### config.mk
export PLATFORM = sky130hd
export DESIGN_NAME = rau_ctrl
export DESIGN_NICKNAME = d
export VERILOG_FILES = /design/src/rtl/rau_pkg.sv /design/src/rtl/rau_ctrl.sv
export SDC_FILE = /design/constraint.sdc
export NUM_CORES = 1
export LEC_CHECK = 0
export BUFFER_PORTS_ARGS = -buffer_cell sky130_fd_sc_hd__buf_2
export CAP_MARGIN = 5
export CORE_AREA = 2 2 39 41
export CTS_BUF_LIST = sky130_fd_sc_hd__clkbuf_4 sky130_fd_sc_hd__clkbuf_8
export DETAILED_ROUTE_END_ITERATION = 16
export DIE_AREA = 0 0 41 43
export GPL_TIMING_DRIVEN = 0
export PLACE_DENSITY_LB_ADDON = 0.1
export SLEW_MARGIN = 20
export SYNTH_ARGS = -nofsm -noshare
export SYNTH_HDL_FRONTEND = slang
export SYNTH_SLANG_ARGS = --single-unit
### constraint.sdc
create_clock -name clock -period 1.26 [get_ports clock]
set_input_delay 0.252 -clock clock [delete_from_list [all_inputs] [get_ports clock]]
set_output_delay 0.252 -clock clock [all_outputs]
set_load 0.1 [all_outputs]
### src/rtl/rau_pkg.sv
// Shared types and constants for the rational arithmetic unit.
// No dependencies; imported by every other module of the block.
`timescale 1ns / 1ps
package rau_pkg;

   localparam int WIDTH   = 32;                 // committed accumulator width
   localparam int OPW     = WIDTH + 1;          // conditioned operand width
   localparam int PW      = 2 * OPW;            // product / sum width
   localparam int DW      = 64;                 // GCD and divider width
   localparam int CNTW    = 7;
   localparam int KW      = 6;

   localparam logic [2:0] ACT_LOAD = 3'd0;
   localparam logic [2:0] ACT_ADD  = 3'd1;
   localparam logic [2:0] ACT_SUB  = 3'd2;
   localparam logic [2:0] ACT_MUL  = 3'd3;
   localparam logic [2:0] ACT_DIV  = 3'd4;

   localparam logic [1:0] STAT_OK       = 2'd0;
   localparam logic [1:0] STAT_ZERO_DEN = 2'd1;
   localparam logic [1:0] STAT_OVERFLOW = 2'd2;

   typedef enum logic [3:0] {
      ST_IDLE,
      ST_MUL,
      ST_SUM,
      ST_GCD,
      ST_DIV,
      ST_CHECK,
      ST_WINIT,
      ST_WHOLE,
      ST_RESP
   } state_type;

   typedef struct packed {
      logic capture;
      logic mul;
      logic sum;
      logic gcd_step;
      logic div_init;
      logic div_step;
      logic commit;
      logic whole_init;
      logic out_load;
   } cmd_type;

   typedef struct packed {
      logic req_skip;
      logic gcd_done;
      logic div_last;
      logic out_free;
   } sts_type;

endpackage

### src/rtl/rau_ctrl.sv
// Sequencer for the rational arithmetic unit.
// Depends on rau_pkg; drives the datapath through cmd_type, watches sts_type.
`timescale 1ns / 1ps
module rau_ctrl (
   input  logic             clock,
   input  logic             reset,
   input  logic             req_tvalid,
   output logic             req_tready,
   output rau_pkg::cmd_type cmd,
   input  rau_pkg::sts_type sts
);
   import rau_pkg::*;

   state_type state_ff, state_in;

   always_ff @(posedge clock) begin
      if (reset) begin
         state_ff <= ST_IDLE;
      end else begin
         state_ff <= state_in;
      end
   end

   always_comb begin
      state_in   = state_ff;
      cmd        = '0;
      req_tready = 1'b0;
      case (state_ff)
         ST_IDLE: begin
            req_tready = 1'b1;
            if (req_tvalid) begin
               cmd.capture = 1'b1;
               state_in    = sts.req_skip ? ST_WINIT : ST_MUL;
            end
         end
         ST_MUL: begin
            cmd.mul  = 1'b1;
            state_in = ST_SUM;
         end
         ST_SUM: begin
            cmd.sum  = 1'b1;
            state_in = ST_GCD;
         end
         ST_GCD: begin
            if (sts.gcd_done) begin
               cmd.div_init = 1'b1;
               state_in     = ST_DIV;
            end else begin
               cmd.gcd_step = 1'b1;
            end
         end
         ST_DIV: begin
            cmd.div_step = 1'b1;
            if (sts.div_last) begin
               state_in = ST_CHECK;
            end
         end
         ST_CHECK: begin
            cmd.commit = 1'b1;
            state_in   = ST_WINIT;
         end
         ST_WINIT: begin
            cmd.whole_init = 1'b1;
            state_in       = ST_WHOLE;
         end
         ST_WHOLE: begin
            cmd.div_step = 1'b1;
            if (sts.div_last) begin
               state_in = ST_RESP;
            end
         end
         ST_RESP: begin
            if (sts.out_free) begin
               cmd.out_load = 1'b1;
               state_in     = ST_IDLE;
            end
         end
         default: begin
            state_in = ST_IDLE;
         end
      endcase
   end

endmodule

==> results.toml <==
[cells_and_area]
mostFrequentLayoutCell = "sky130_fd_sc_hd__buf_4"
drive_gt1_share_pct = 73.49
nNetsFinal = 92
fillers = 108
post_layout_nonfiller_instances = 99
max_ffs_per_register = 4
regs_by_ff_count = "state_ff x4"
largest-register = "state_ff"
area_growth_syn_to_layout_pct = 121.6
insertedDiodeCount = 0
mostFrequentLayoutCells = "sky130_fd_sc_hd__buf_4, sky130_fd_sc_hd__buf_6, sky130_fd_sc_hd__buf_12"
regArea_um2 = 86.33
multi_input_area_um2 = 407.9

[detailed_routing]
drt_pass1_iterations = 4
route.detailed.drc = 0
drtIter0Drc = 9
route.detailed.wl_per_inst_um = 13.18
drtAntennaViolNets = 0
total_via_count_in_the_routed_design = 491
totalWireLength_um = 1305
post_drt_via_cell_ratio = 4.960

[setup_path]
critical_path_required_ps = 1010
crit_path_cell_trace = "buf_8, nor4_4, and2_4, buf_12"
critPathLaunchType = "register"
critical-path-slowest-cell = "sky130_fd_sc_hd__dfxtp_2"
criticalPathCategory = "register to output port"
critical_path_arrival_ps = 1330
worst_path_fanout_max = 5
worstRegToRegCells = 7
buffer_and_inverter_count_on_the_worst_path = 2
cell_family_with_most_cp_delay = "simple AND/OR/NAND/NOR gates"
cp.depth = 4
critical-path-max-stage-delay_ps = 330
reg2reg_setup_slack_ps = -40
critPathCaptureType = "output port"

[timing]
grt_setup_unrepaired = "yes"
peak_clock_frequency_supported_by_timing_mhz = 633.0
timing.final.ws_setup_ps = -319.7
share_of_the_clock_period_used_by_the_worst_path_pct = 125.4
setup-violations-final = 12
slew_viol_final = 0
slew_headroom_pct = 81.66
hold_violations = 0
worst-slew-pin-transition_ps = 277.3
clock-skew-final_ps = 1.959
post-route-min-period_ps = 1580

[power]
power.share.sequential_pct = 9.6
share_comb_of_total_power_pct = 84.6
internal-power_mw = 1.235
p_sw_mw = 1.394
power.clock.fraction_pct = 5.8
switching_share_pct = 53.03
power_density_mw_per_mm2 = 2882
vdd_drop_max_uv = 1371
total_power_mw = 2.628
p_leak_nw = 0.3838

[placement]
gp_routability_congestion = 0.7629
placement.io_buffers = 16
place.detailed.instances = 83
dp.final_hpwl_um = 789.6

[cts]
cts_root_buffer = "sky130_fd_sc_hd__clkbuf_4"
worst_skew_pair.late_latency_ps = 230
post_cts_hold_buffer_count = 0
cts_tree = "done"
tritoncts.num_buffers = 3
cts_sinks = 4
path_clk_slew_ps = 40
cts_max_level = 1
cts_buffer_depth = 2

[grt]
first_global_vias = 463
globalRouteOverflowTotal = 0
wire_length_of_the_first_global_routing_pass_um = 1966
initial_antenna_violation_count = 0
maximum_number_of_pins_on_one_net_before_global_route_repair = 11
grt_use_total_pct = 16.35

[logic_synthesis]
yosys_register_bits = 4
syn_area_um2 = 411.6
synth-warning-count = 0
yosysTopAreaCell = "sky130_fd_sc_hd__dfxtp_1"
synth.avg_cell_area_um2 = 8.071
synthDominantCellAreaShare_pct = 19.45
syn-instance-count = 51
synth_nets = 58
synth-seq-area-share_pct = 19.45
count_of_cell_types_in_the_netlist = 28
post_synth_main_area_contributors = "sky130_fd_sc_hd__dfxtp_1, sky130_fd_sc_hd__a2111oi_4, sky130_fd_sc_hd__nor4b_1"

[floorplan]
chipWidth_um = 41
die_h_um = 43
fp.coreArea_mm2 = 0.001384
cell_row_count = 14
design.die.area_mm2 = 0.001763
initial_utilization_pct = 29.75
io_pins = 17

[min_path]
hold_path_class = "input port to register"
hold_critical_path_depth = 2

[run_status]
status = "finished, violations left"
violations = "negative setup slack"

[run]
max_cap_check_violation_count = 0
## layout make-up
cell class                      count  share of cell area [%]
Buffer                              4                   7.270
Clock buffer                        3                   2.469
Inverter                            3                   1.509
Multi-Input combinational cell     40                   44.72
Sequential cell                     4                   9.465
Tap cell                           16                   2.195
Timing Repair Buffer               29                   32.37
## power by group through the flow
stage | clock network, mW | registers (mW) | logic, mW
6_report | 0.153 | 0.251 | 2.22
3_3_place_gp | 0 | 0.237 | 1.57
4_1_cts | 0.165 | 0.259 | 2.03
2_1_floorplan | 0 | 0.226 | 1.39
5_1_grt | 0.177 | 0.255 | 2.33
3_5_place_dp | 0 | 0.237 | 1.57
## through the flow
stage               utilization, %  instance area [µm²]  TNS (ps)  hold WS [ps]  setup WS, ps
CTS                          61.57                852.1     -2990         250.6        -338.9
global placement             45.12                624.3     -2284         506.5        -320.5
floorplan                        -                524.3     -5537         324.4         -1064
finish                       65.91                912.1     -2928         258.0        -319.7
detailed placement           45.12                624.3     -2282         502.8        -316.6
global route                 65.91                912.1     -3878         253.1        -409.0
## synthesized netlist by cell type
| cell type | number |
|---|---|
| sky130_fd_sc_hd__buf_6 | 1 |
| sky130_fd_sc_hd__nor2_4 | 1 |
| sky130_fd_sc_hd__and3_1 | 1 |
| sky130_fd_sc_hd__mux2i_1 | 2 |
| sky130_fd_sc_hd__nand3_1 | 2 |
| sky130_fd_sc_hd__inv_1 | 2 |
| sky130_fd_sc_hd__nand2b_1 | 4 |
| sky130_fd_sc_hd__a21oi_2 | 1 |
| sky130_fd_sc_hd__and4bb_1 | 1 |
| sky130_fd_sc_hd__and2_1 | 1 |
| sky130_fd_sc_hd__buf_2 | 1 |
| sky130_fd_sc_hd__buf_4 | 2 |
| sky130_fd_sc_hd__nor4_2 | 1 |
| sky130_fd_sc_hd__a21o_1 | 1 |
| sky130_fd_sc_hd__a211oi_1 | 1 |
| sky130_fd_sc_hd__a2111oi_4 | 1 |
| sky130_fd_sc_hd__dfxtp_1 | 4 |
| sky130_fd_sc_hd__a21oi_1 | 3 |
| sky130_fd_sc_hd__nor4b_1 | 3 |
| sky130_fd_sc_hd__nor2_1 | 4 |
| sky130_fd_sc_hd__nand2_1 | 3 |
| sky130_fd_sc_hd__inv_2 | 1 |
| sky130_fd_sc_hd__or2_1 | 1 |
| sky130_fd_sc_hd__o22ai_2 | 1 |
| sky130_fd_sc_hd__o22a_1 | 1 |
| sky130_fd_sc_hd__nor3_1 | 4 |
| sky130_fd_sc_hd__and4_1 | 1 |
| sky130_fd_sc_hd__o21ai_1 | 2 |
## cell families (layout without fill, tap and decap cells)
group	count (synthesis)	in the layout	synth area share (%)
AND/OR/NAND/NOR	27	27	41.64
buffers and inverters	7	39	10.33
AO/OA/AOI/OAI	11	11	23.71
multiplexers	2	2	4.863
flip-flops	4	4	19.45
## worst register-to-register path: cells and delay by family (launching register included)
kind	cells	cell delay, ps
AOI/OAI and AO/OA	2	360
DFF	1	350
buffers and inverters	3	340
muxes	1	130
and+or+nand+nor	1	30
## layer usage
layer | up-vias | wire, µm | share of wire, % | GRT usage (%)
met1 | 226 | 544 | 42 | 20.19
met4 | 0 | 0 | 0 | 8.000
li1 | 252 | - | - | -
met3 | 0 | 40 | 3.1 | 3.141
met2 | 13 | 719 | 55 | 25.62
met5 | - | 0 | 0 | 0
## what timing repair did
item,CTS,global route
cloned,0,0
setup buffers,8,5
gates resized for setup,38,7
setup endpoints to repair,11,13
pin swaps,5,4
## final timing paths
kind,startpoint,endpoint
max,state_ff[1],cmd[8]
min,reset,state_ff[3]
max reg2reg,state_ff[1],state_ff[0]
min reg2reg,state_ff[1],state_ff[1]
Power figures use the tool's default switching activity.
